**src/rtl/bsc_pkg.sv**
```systemverilog
`timescale 1ns / 1ps
// shared types and constants for the banker's safety checker
// no dependencies

package bsc_pkg;

    localparam int PROCESSES = 8;
    localparam int RESOURCES = 4;
    localparam int PROC_W    = $clog2(PROCESSES);
    localparam int RES_W     = $clog2(RESOURCES);
    localparam int CNT_W     = $clog2(PROCESSES + 1);
    localparam int ISS_W     = $clog2(RESOURCES + 1);
    localparam int ADDR_W    = PROC_W + RES_W;
    localparam int DEPTH     = PROCESSES * RESOURCES;
    localparam int VAL_W     = 8;
    localparam int WORK_W    = 12;

    typedef enum logic [2:0] {
        ACT_LOAD      = 3'd0,
        ACT_SET_AVAIL = 3'd1,
        ACT_STAGE     = 3'd2,
        ACT_CHECK     = 3'd3,
        ACT_GRANT     = 3'd4
    } action_t;

    typedef enum logic [2:0] {
        STS_ACCEPTED    = 3'd0,
        STS_SAFE        = 3'd1,
        STS_UNSAFE      = 3'd2,
        STS_OVER_NEED   = 3'd3,
        STS_OVER_AVAIL  = 3'd4,
        STS_GRANTED     = 3'd5,
        STS_ROLLED_BACK = 3'd6,
        STS_BAD_LOAD    = 3'd7
    } status_t;

    typedef enum logic [3:0] {
        ST_IDLE,
        ST_RESULT,
        ST_ROW_RD,
        ST_G_DECIDE,
        ST_G_COMMIT,
        ST_SC_INIT,
        ST_SC_PROC,
        ST_SC_EVAL,
        ST_EMIT,
        ST_ROLLBACK
    } state_t;

    // one table entry: remaining need and units held
    typedef struct packed {
        logic [VAL_W-1:0] need;
        logic [VAL_W-1:0] held;
    } entry_t;

    typedef logic [WORK_W-1:0] work_t;

endpackage

```
**src/rtl/bankers_safety_checker_top.sv**
```systemverilog
`timescale 1ns / 1ps
// banker's algorithm allocator with safety check, table kept in one synchronous ram
// depends on bsc_pkg
//
// channel  dir  signals                      content
// s_*      in   tvalid tready tdata tuser    command word
// m_*      out  tvalid tready tdata tuser    result word, tlast on final result
//
// load, set available and stage request: result goes through the result state into the output register
// safety scan: each unfinished process has its row read lane by lane, a finished one is skipped,
//   up to PROCESSES passes; the single table read port reads one lane at a time
// grant: row read and decide, one commit write per lane, a scan, rollback writes if unsafe
// reset clears all control state and the per-entry valid bits, no clearing pass
// a new word is taken only in idle; a stalled result holds the sequencer

module bankers_safety_checker_top
    import bsc_pkg::*;
(
    input  logic        clk,
    input  logic        rst_n,
    input  logic        s_tvalid,
    output logic        s_tready,
    // process_index[2:0], resource_index[4:3], max_value[12:5], held_value[20:13],
    // amount[28:21], zero fill [31:29]
    input  logic [31:0] s_tdata,
    // action[2:0]
    input  logic [2:0]  s_tuser,
    output logic        m_tvalid,
    input  logic        m_tready,
    // seq_process[2:0], zero fill [7:3]
    output logic [7:0]  m_tdata,
    // status[2:0]
    output logic [2:0]  m_tuser,
    output logic        m_tlast
);

    state_t state_reg, state_next;

    // input fields
    action_t            in_action;
    logic [PROC_W-1:0]  in_proc;
    logic [RES_W-1:0]   in_res;
    logic [VAL_W-1:0]   in_max;
    logic [VAL_W-1:0]   in_held;
    logic [VAL_W-1:0]   in_amt;
    logic               in_fire;

    assign in_action = action_t'(s_tuser);
    assign in_proc   = s_tdata[2:0];
    assign in_res    = s_tdata[4:3];
    assign in_max    = s_tdata[12:5];
    assign in_held   = s_tdata[20:13];
    assign in_amt    = s_tdata[28:21];
    assign s_tready  = (state_reg == ST_IDLE);
    assign in_fire   = s_tvalid && s_tready;

    // table memory
    entry_t             mem [DEPTH];
    logic [DEPTH-1:0]   ent_valid_reg;
    logic               mem_we, mem_re;
    logic [ADDR_W-1:0]  waddr, raddr;
    entry_t             wdata;
    entry_t             rd_data_reg;
    logic               rd_ok_reg;
    entry_t             rd_entry;

    always_ff @(posedge clk)
    begin
        if (mem_we)
        begin
            mem[waddr] <= wdata;
        end
        if (mem_re)
        begin
            rd_data_reg <= mem[raddr];
            rd_ok_reg   <= ent_valid_reg[raddr];
        end
    end

    always_ff @(posedge clk or negedge rst_n)
    begin
        if (!rst_n)
        begin
            ent_valid_reg <= '0;
        end
        else if (mem_we)
        begin
            ent_valid_reg[waddr] <= 1'b1;
        end
    end

    // an entry never written reads as zero
    assign rd_entry = rd_ok_reg ? rd_data_reg : '0;

    // datapath registers
    logic [VAL_W-1:0]   avail_reg [RESOURCES], avail_next [RESOURCES];
    logic [VAL_W-1:0]   req_reg [RESOURCES], req_next [RESOURCES];
    work_t              work_reg [RESOURCES], work_next [RESOURCES];
    logic [VAL_W-1:0]   row_need_reg [RESOURCES], row_need_next [RESOURCES];
    logic [VAL_W-1:0]   row_held_reg [RESOURCES], row_held_next [RESOURCES];
    logic [VAL_W-1:0]   orig_need_reg [RESOURCES], orig_need_next [RESOURCES];
    logic [VAL_W-1:0]   orig_held_reg [RESOURCES], orig_held_next [RESOURCES];
    logic [PROC_W-1:0]  seq_reg [PROCESSES], seq_next [PROCESSES];
    logic [PROCESSES-1:0] finished_reg, finished_next;
    logic [PROC_W-1:0]  row_p_reg, row_p_next;
    logic [PROC_W-1:0]  grant_p_reg, grant_p_next;
    logic               is_grant_reg, is_grant_next;
    logic               scanning_reg, scanning_next;
    logic [CNT_W-1:0]   count_reg, count_next;
    logic               found_reg, found_next;
    logic [ISS_W-1:0]   iss_reg, iss_next;
    logic               pend_reg, pend_next;
    logic [RES_W-1:0]   pend_r_reg, pend_r_next;
    logic [PROC_W-1:0]  emit_idx_reg, emit_idx_next;
    status_t            res_status_reg, res_status_next;

    // output register
    logic               out_valid_reg;
    status_t            out_status_reg;
    logic [PROC_W-1:0]  out_proc_reg;
    logic               out_last_reg;
    logic               out_load;
    status_t            out_status;
    logic [PROC_W-1:0]  out_proc;
    logic               out_last;
    logic               slot_free;

    assign slot_free = !out_valid_reg || m_tready;
    assign m_tvalid  = out_valid_reg;
    assign m_tuser   = out_status_reg;
    assign m_tdata   = {{(8 - PROC_W){1'b0}}, out_proc_reg};
    assign m_tlast   = out_last_reg;

    // lane compares over the row buffer
    logic               fits_all, over_need, over_avail;
    work_t              new_work [RESOURCES];
    logic [WORK_W:0]    sum_w [RESOURCES];

    always_comb
    begin
        fits_all   = 1'b1;
        over_need  = 1'b0;
        over_avail = 1'b0;
        for (int r = 0; r < RESOURCES; r++)
        begin
            if ({{(WORK_W - VAL_W){1'b0}}, row_need_reg[r]} > work_reg[r])
            begin
                fits_all = 1'b0;
            end
            if (req_reg[r] > row_need_reg[r])
            begin
                over_need = 1'b1;
            end
            if (req_reg[r] > avail_reg[r])
            begin
                over_avail = 1'b1;
            end
            sum_w[r]    = {1'b0, work_reg[r]} + {{(WORK_W + 1 - VAL_W){1'b0}}, row_held_reg[r]};
            new_work[r] = sum_w[r][WORK_W] ? {WORK_W{1'b1}} : sum_w[r][WORK_W-1:0];
        end
    end

    // scan progress
    logic fin_now, last_p, scan_safe, scan_unsafe, last_lane;

    assign fin_now     = (state_reg == ST_SC_EVAL) && fits_all;
    assign last_p      = (row_p_reg == PROC_W'(PROCESSES - 1));
    assign scan_safe   = fin_now && (count_reg == CNT_W'(PROCESSES - 1));
    assign scan_unsafe = !scan_safe && last_p && !(found_reg || fin_now);
    assign last_lane   = (iss_reg[RES_W-1:0] == RES_W'(RESOURCES - 1));

    // next state
    always_comb
    begin
        state_next = state_reg;
        unique case (state_reg)
            ST_IDLE:
            begin
                if (in_fire)
                begin
                    unique case (in_action)
                        ACT_LOAD, ACT_SET_AVAIL, ACT_STAGE: state_next = ST_RESULT;
                        ACT_CHECK:                          state_next = ST_SC_INIT;
                        ACT_GRANT:                          state_next = ST_ROW_RD;
                        default:                            state_next = ST_IDLE;
                    endcase
                end
            end
            ST_RESULT:
            begin
                if (slot_free)
                begin
                    state_next = ST_IDLE;
                end
            end
            ST_ROW_RD:
            begin
                if (iss_reg == ISS_W'(RESOURCES) && !pend_reg)
                begin
                    state_next = scanning_reg ? ST_SC_EVAL : ST_G_DECIDE;
                end
            end
            ST_G_DECIDE:
            begin
                state_next = (over_need || over_avail) ? ST_RESULT : ST_G_COMMIT;
            end
            ST_G_COMMIT:
            begin
                if (last_lane)
                begin
                    state_next = ST_SC_INIT;
                end
            end
            ST_SC_INIT:
            begin
                state_next = ST_SC_PROC;
            end
            ST_SC_PROC, ST_SC_EVAL:
            begin
                if (state_reg == ST_SC_PROC && !finished_reg[row_p_reg])
                begin
                    state_next = ST_ROW_RD;
                end
                else if (scan_safe)
                begin
                    state_next = is_grant_reg ? ST_RESULT : ST_EMIT;
                end
                else if (scan_unsafe)
                begin
                    state_next = is_grant_reg ? ST_ROLLBACK : ST_RESULT;
                end
                else
                begin
                    state_next = ST_SC_PROC;
                end
            end
            ST_EMIT:
            begin
                if (slot_free && emit_idx_reg == PROC_W'(PROCESSES - 1))
                begin
                    state_next = ST_IDLE;
                end
            end
            ST_ROLLBACK:
            begin
                if (last_lane)
                begin
                    state_next = ST_RESULT;
                end
            end
            default: state_next = ST_IDLE;
        endcase
    end

    // datapath and outputs
    always_comb
    begin
        avail_next      = avail_reg;
        req_next        = req_reg;
        work_next       = work_reg;
        row_need_next   = row_need_reg;
        row_held_next   = row_held_reg;
        orig_need_next  = orig_need_reg;
        orig_held_next  = orig_held_reg;
        seq_next        = seq_reg;
        finished_next   = finished_reg;
        row_p_next      = row_p_reg;
        grant_p_next    = grant_p_reg;
        is_grant_next   = is_grant_reg;
        scanning_next   = scanning_reg;
        count_next      = count_reg;
        found_next      = found_reg;
        iss_next        = iss_reg;
        pend_next       = pend_reg;
        pend_r_next     = pend_r_reg;
        emit_idx_next   = emit_idx_reg;
        res_status_next = res_status_reg;
        mem_we          = 1'b0;
        mem_re          = 1'b0;
        waddr           = {grant_p_reg, iss_reg[RES_W-1:0]};
        raddr           = {row_p_reg, iss_reg[RES_W-1:0]};
        wdata           = '0;
        out_load        = 1'b0;
        out_status      = res_status_reg;
        out_proc        = '0;
        out_last        = 1'b1;

        unique case (state_reg)
            ST_IDLE:
            begin
                if (in_fire)
                begin
                    scanning_next   = 1'b0;
                    res_status_next = STS_ACCEPTED;
                    unique case (in_action)
                        ACT_LOAD:
                        begin
                            if (in_held > in_max)
                            begin
                                res_status_next = STS_BAD_LOAD;
                            end
                            else
                            begin
                                mem_we     = 1'b1;
                                waddr      = {in_proc, in_res};
                                wdata.need = in_max - in_held;
                                wdata.held = in_held;
                            end
                        end
                        ACT_SET_AVAIL: avail_next[in_res] = in_amt;
                        ACT_STAGE:     req_next[in_res]   = in_amt;
                        ACT_CHECK:     is_grant_next      = 1'b0;
                        ACT_GRANT:
                        begin
                            is_grant_next = 1'b1;
                            grant_p_next  = in_proc;
                            row_p_next    = in_proc;
                            iss_next      = '0;
                            pend_next     = 1'b0;
                        end
                        default: ;
                    endcase
                end
            end
            ST_RESULT:
            begin
                out_load = slot_free;
            end
            ST_ROW_RD:
            begin
                // read lane iss, capture lane read in the previous cycle
                if (iss_reg < ISS_W'(RESOURCES))
                begin
                    mem_re      = 1'b1;
                    iss_next    = iss_reg + 1'b1;
                    pend_next   = 1'b1;
                    pend_r_next = iss_reg[RES_W-1:0];
                end
                else
                begin
                    pend_next = 1'b0;
                end
                if (pend_reg)
                begin
                    row_need_next[pend_r_reg] = rd_entry.need;
                    row_held_next[pend_r_reg] = rd_entry.held;
                end
            end
            ST_G_DECIDE:
            begin
                if (over_need)
                begin
                    res_status_next = STS_OVER_NEED;
                end
                else if (over_avail)
                begin
                    res_status_next = STS_OVER_AVAIL;
                end
                else
                begin
                    orig_need_next = row_need_reg;
                    orig_held_next = row_held_reg;
                    iss_next       = '0;
                    for (int r = 0; r < RESOURCES; r++)
                    begin
                        avail_next[r] = avail_reg[r] - req_reg[r];
                    end
                end
            end
            ST_G_COMMIT:
            begin
                mem_we     = 1'b1;
                wdata.need = orig_need_reg[iss_reg[RES_W-1:0]] - req_reg[iss_reg[RES_W-1:0]];
                wdata.held = orig_held_reg[iss_reg[RES_W-1:0]] + req_reg[iss_reg[RES_W-1:0]];
                iss_next   = iss_reg + 1'b1;
            end
            ST_SC_INIT:
            begin
                for (int r = 0; r < RESOURCES; r++)
                begin
                    work_next[r] = {{(WORK_W - VAL_W){1'b0}}, avail_reg[r]};
                end
                finished_next = '0;
                count_next    = '0;
                found_next    = 1'b0;
                row_p_next    = '0;
                scanning_next = 1'b1;
            end
            ST_SC_PROC, ST_SC_EVAL:
            begin
                if (state_reg == ST_SC_PROC && !finished_reg[row_p_reg])
                begin
                    iss_next  = '0;
                    pend_next = 1'b0;
                end
                else
                begin
                    if (fin_now)
                    begin
                        work_next                         = new_work;
                        seq_next[count_reg[PROC_W-1:0]]   = row_p_reg;
                        finished_next[row_p_reg]          = 1'b1;
                        count_next                        = count_reg + 1'b1;
                        found_next                        = 1'b1;
                    end
                    if (scan_safe)
                    begin
                        emit_idx_next   = '0;
                        res_status_next = STS_GRANTED;
                    end
                    else if (scan_unsafe)
                    begin
                        iss_next        = '0;
                        res_status_next = STS_UNSAFE;
                    end
                    else if (last_p)
                    begin
                        // start another pass
                        row_p_next = '0;
                        found_next = 1'b0;
                    end
                    else
                    begin
                        row_p_next = row_p_reg + 1'b1;
                    end
                end
            end
            ST_EMIT:
            begin
                out_status = STS_SAFE;
                out_proc   = seq_reg[emit_idx_reg];
                out_last   = (emit_idx_reg == PROC_W'(PROCESSES - 1));
                if (slot_free)
                begin
                    out_load      = 1'b1;
                    emit_idx_next = emit_idx_reg + 1'b1;
                end
            end
            ST_ROLLBACK:
            begin
                mem_we     = 1'b1;
                wdata.need = orig_need_reg[iss_reg[RES_W-1:0]];
                wdata.held = orig_held_reg[iss_reg[RES_W-1:0]];
                iss_next   = iss_reg + 1'b1;
                if (last_lane)
                begin
                    res_status_next = STS_ROLLED_BACK;
                    for (int r = 0; r < RESOURCES; r++)
                    begin
                        avail_next[r] = avail_reg[r] + req_reg[r];
                    end
                end
            end
            default: ;
        endcase
    end

    // control registers
    always_ff @(posedge clk or negedge rst_n)
    begin
        if (!rst_n)
        begin
            state_reg     <= ST_IDLE;
            avail_reg     <= '{default: '0};
            req_reg       <= '{default: '0};
            work_reg      <= '{default: '0};
            finished_reg  <= '0;
            is_grant_reg  <= 1'b0;
            scanning_reg  <= 1'b0;
            count_reg     <= '0;
            found_reg     <= 1'b0;
            iss_reg       <= '0;
            pend_reg      <= 1'b0;
            emit_idx_reg  <= '0;
            out_valid_reg <= 1'b0;
        end
        else
        begin
            state_reg    <= state_next;
            avail_reg    <= avail_next;
            req_reg      <= req_next;
            work_reg     <= work_next;
            finished_reg <= finished_next;
            is_grant_reg <= is_grant_next;
            scanning_reg <= scanning_next;
            count_reg    <= count_next;
            found_reg    <= found_next;
            iss_reg      <= iss_next;
            pend_reg     <= pend_next;
            emit_idx_reg <= emit_idx_next;
            if (out_load)
            begin
                out_valid_reg <= 1'b1;
            end
            else if (m_tready)
            begin
                out_valid_reg <= 1'b0;
            end
        end
    end

    // payload registers
    always_ff @(posedge clk)
    begin
        row_need_reg   <= row_need_next;
        row_held_reg   <= row_held_next;
        orig_need_reg  <= orig_need_next;
        orig_held_reg  <= orig_held_next;
        seq_reg        <= seq_next;
        row_p_reg      <= row_p_next;
        grant_p_reg    <= grant_p_next;
        pend_r_reg     <= pend_r_next;
        res_status_reg <= res_status_next;
        if (out_load)
        begin
            out_status_reg <= out_status;
            out_proc_reg   <= out_proc;
            out_last_reg   <= out_last;
        end
    end

    // finished flags and finish count move together
    a_count_matches: assert property (@(posedge clk) disable iff (!rst_n)
        $countones(finished_reg) == int'(count_reg))
        else $error("finished flags disagree with finish count");

    // sequencer never reads and writes the table in one cycle
    a_no_rw_overlap: assert property (@(posedge clk) disable iff (!rst_n)
        !(mem_we && mem_re))
        else $error("table read and write overlap");

    // a read in flight only exists inside the row read
    a_pend_in_row: assert property (@(posedge clk) disable iff (!rst_n)
        pend_reg |-> (state_reg == ST_ROW_RD))
        else $error("pending table read outside row read");

    // commit only after the need check passed
    a_commit_ok: assert property (@(posedge clk) disable iff (!rst_n)
        (state_reg == ST_G_COMMIT) |-> !over_need)
        else $error("grant committed above need");

    // a new result is loaded only into a free output slot
    a_slot_free: assert property (@(posedge clk) disable iff (!rst_n)
        out_load |-> slot_free)
        else $error("result loaded over a waiting word");

endmodule
```
**config.mk**
```make
export PLATFORM = sky130hd
export DESIGN_NAME = bankers_safety_checker_top
export DESIGN_NICKNAME = d
export VERILOG_FILES = /design/src/rtl/bsc_pkg.sv /design/src/rtl/bankers_safety_checker_top.sv
export SDC_FILE = /design/constraint.sdc
export NUM_CORES = 1
export LEC_CHECK = 0
export BUFFER_PORTS_ARGS = -buffer_cell sky130_fd_sc_hd__buf_2
export CAP_MARGIN = 20
export CELL_PAD_IN_SITES_DETAIL_PLACEMENT = 1
export CELL_PAD_IN_SITES_GLOBAL_PLACEMENT = 2
export CORE_MARGIN = 4
export CORE_UTILIZATION = 50
export CTS_CLUSTER_SIZE = 12
export DETAILED_ROUTE_END_ITERATION = 10
export PLACE_DENSITY = 0.95
export REMOVE_ABC_BUFFERS = 1
export SLEW_MARGIN = 5
export SYNTH_ARGS = -nofsm -noshare
export SYNTH_HDL_FRONTEND = slang
export SYNTH_SLANG_ARGS = --single-unit
```
**constraint.sdc**
```tcl
create_clock -name clk -period 20.3 [get_ports clk]
set_input_delay 3.045 -clock clk [delete_from_list [all_inputs] [get_ports clk]]
set_output_delay 3.045 -clock clk [all_outputs]
set_load 0.02 [all_outputs]
```
==> results.md <==
- Part of the cycle the worst path needs: 33.48%
- Antenna violations before repair: 4
- Main synth FF type: edfxtp_1
- Ys async rst share: 19.66%
- Vias: 26.64k
- Number of H-tree levels: 3
- Antenna Violating Nets Remaining: 0
- Met2 Use GR: 49.30%
- HP Start: ent_valid_reg[5]
- Outcome: finished, final reports clean
- WHS: 0.4777 ns
- Starting Density: 50.41%
- Sequential cell area fraction in the yosys report: 62.33%
- GRT Max-Usage Layer: met2
- Placed cells: 3860
- 1st-iter DRT viols: 3307
- WL/cell: 31.93 um
- Worst EP required: 20.69 ns
- Mapped cell area: 0.04054 mm^2
- Hold Crit Endpoint: ent_valid_reg[5]
- RSZ-0062 raised after global routing: false
- Critical Path, Cell by Cell: buf_2 -> inv_1 -> ha_1 -> inv_1 -> fa_1 -> a21o_1 -> a21oi_1 -> nor2b_1 -> o31ai_2 -> a21oi_1 -> nand3b_1 -> o22a_1 -> buf_4 -> nor2_1 -> buf_4
- Crit start category: primary input
- Most frequent cells in the layout: 699 x edfxtp_1, 184 x ha_1, 169 x dfrtp_1
- Most common cell after layout, fill and taps aside: edfxtp_1
- Met1 usage: 39.06%
- Clk root buf: clkbuf_16
- Final WL: 128.7 mm
- Placed wire-length estimate: 84.35 mm
- Hold crit path type: reg2reg
- Area added between synthesis and finish: 12.15%
- Mean Syn Cell Area: 14.44 um^2
- Hold Vio Cnt, Final: 0
- Slowest-stage cell, CP: nand3b_1
- Clock-pin transition on the worst setup and hold timing paths: 0.06 ns
- GRT Resource Usage Total: 29.78%
- Die Y: 292.7 um
- Power density over the cells: 132.0 mW/mm^2
- YS warnings: 0
- Worst R2R Setup Slack: 15.61 ns
- Setup Fix Bufs, Post-CTS: 0
- Arrival time worst endpoint: 7.19 ns
- Remaining DRCs: 0
- Die area: 0.08570 mm^2
- # port buffers: 44
- CP Class: in2reg
- Clock sinks: 870
- CTS Hold Bufs: 0
- R2r worst-path depth: 11
- Crit path time final: 6.796 ns
- Synthesized flop and latch total: 870
- Peak Freq: 147.1 MHz
- Maximum vdd ir drop: 0.0001059 V
- Met3 Resource Use GR: 4.360%
- Max FFs per register: 512
- Cell variety after synth: 84
- Post-cts repair resize count: 0
- Final Skew: 0.04477 ns
- CTS tree: done
- LEAKAGE: 16.34 nW
- Final number of max-transition violations: 0
- Die Wd: 292.7 um
- Vias in the first global route: 27.95k
- Non-Filler Instances: 4031
- # Max-Cap Violations: 0
- Layout cells sized above 1: 16.27%
- Multi-input gate area: 0.01424 mm^2
- Worst skew pair latency: 0.69 ns
- CP max FO: 17
- Pin count of the biggest net entering global routing: 99
- Pre-antenna DRT Iters: 6
- Number of buffers created by CTS: 92
- GP Congestion: 0.8858
- Final #Nets: 3147
- I/O Pins: 53
- Final Setup Violations: 0
- Cells on Worst Hold Path: 1
- Number of synthesized flops with an enable pin: 699
- Reg-to-reg critical path endpoint: res_status_reg[2]
- Via-to-Cell Ratio: 6.608
- Core area: 0.08042 mm^2
- GRT overflow: 0
- Placement Rows: 104
- Post-Syn Instances: 2808
- Worst slew margin: 26.73%
- Sequential Area: 0.02528 mm^2
- Slew at the pin with the worst max-slew slack: 1.098 ns
- Reg-to-Reg Start: work_reg[25]
- Slowest stage delay, CP: 0.81 ns
- Worst-case clock buffer depth: 3
- Setup tns final: 0 ns
- First-pass GRT wire length: 188.4 mm
- Filler cells: 7612
- Endpoint class of the critical path: flop
cell usage after synthesis (14+ instances only):
| cell | n | area, um^2 |
|---|---|---|
| edfxtp_1 | 699 | 20990 |
| ha_1 | 184 | 2302 |
| dfrtp_1 | 171 | 4279 |
| inv_1 | 169 | 634.4 |
| nor2_1 | 168 | 630.6 |
| mux4_2 | 166 | 3739 |
| o21ai_0 | 149 | 745.7 |
| nand2_1 | 148 | 555.5 |
| a21oi_1 | 114 | 570.6 |
| a22oi_1 | 83 | 623.1 |
| clkbuf_1 | 74 | 277.8 |
| o22ai_1 | 52 | 325.3 |
| nand4_1 | 40 | 250.2 |
| nor3_1 | 40 | 200.2 |
| o21bai_1 | 40 | 300.3 |
| xnor2_1 | 38 | 332.8 |
| buf_2 | 31 | 155.2 |
| nor2b_1 | 27 | 168.9 |
| a21o_1 | 26 | 195.2 |
| nand3_1 | 24 | 120.1 |
| and2_1 | 23 | 143.9 |
| mux2_2 | 21 | 236.5 |
| nand2b_1 | 20 | 125.1 |
| xor2_1 | 20 | 175.2 |
| fa_1 | 15 | 300.3 |
| o21a_1 | 15 | 112.6 |
| nor3b_1 | 14 | 105.1 |
cell families (layout without fill, tap and decap cells):
group / after synthesis / in the layout / share of synthesized area, %
adders and majority gates: 199 / 199 / 6.420
DFF: 870 / 870 / 62.33
buffers and inverters: 294 / 450 / 2.867
other: 1 / 8 / 0.009250
and+or+nand+nor: 567 / 567 / 6.867
AOI/OAI and AO/OA: 622 / 622 / 10.19
xor gates and xnor gates: 58 / 58 / 1.253
muxes: 197 / 197 / 10.06
layout make-up:
| cell class | instances | share of cell area (%) |
|---|---|---|
| sequential | 870 | 55.59 |
| multi-input combinational | 1648 | 31.32 |
| clock buffer | 116 | 5.375 |
| tap | 1060 | 2.917 |
| timing repair buffer | 126 | 2.312 |
| inverter | 171 | 1.412 |
| clock inverter | 37 | 1.057 |
| antenna | 3 | 0.01651 |
layer usage:
metal / vias to the layer above / wire, um / share of wire, %
met5: - / 9 / 0.0070
met4: 2 / 7201 / 5.6
met3: 356 / 10760 / 8.4
met2: 1544 / 62510 / 49
met1: 13700 / 48240 / 37
li1: 11040 / - / -
power breakdown:
part	total, mW	switching [mW]	internal (mW)
registers	2.40	0.228	2.17
clock network	1.67	0.729	0.942
logic	1.93	1.16	0.772
metrics by stage:
stage | total power [mW] | area (um^2) | setup WS [ns] | utilization (%)
after floorplan | 3.668 | 40030 | 10.23 | -
after global placement | 4.106 | 42210 | 13.01 | 52.49
after detailed placement | 4.255 | 42230 | 12.78 | 52.51
after CTS | 5.945 | 45150 | 13.46 | 56.15
after global routing | 6.261 | 45460 | 13.50 | 56.53
final | 6.003 | 45470 | 13.50 | 56.54
worst max-delay path: cells and delay by family:
kind                       cells  cell delay, ns
buffers and inverters          5            0.83
and+or+nand+nor                3            1.10
adders and majority gates      2            0.53
AOI/OAI and AO/OA              5            1.65
worst max-delay path by stage:
| stage | from | endpoint |
|---|---|---|
| global route | s_tdata[5] | mem[15][9] |
| finish | s_tdata[5] | mem[15][9] |
| global placement | s_tdata[5] | mem[14][8] |
| detailed placement | s_tdata[5] | mem[20][8] |
| CTS | s_tdata[5] | mem[14][8] |
| floorplan | iss_reg[0] | mem[0][7] |
(Power assumes the default switching activity.)
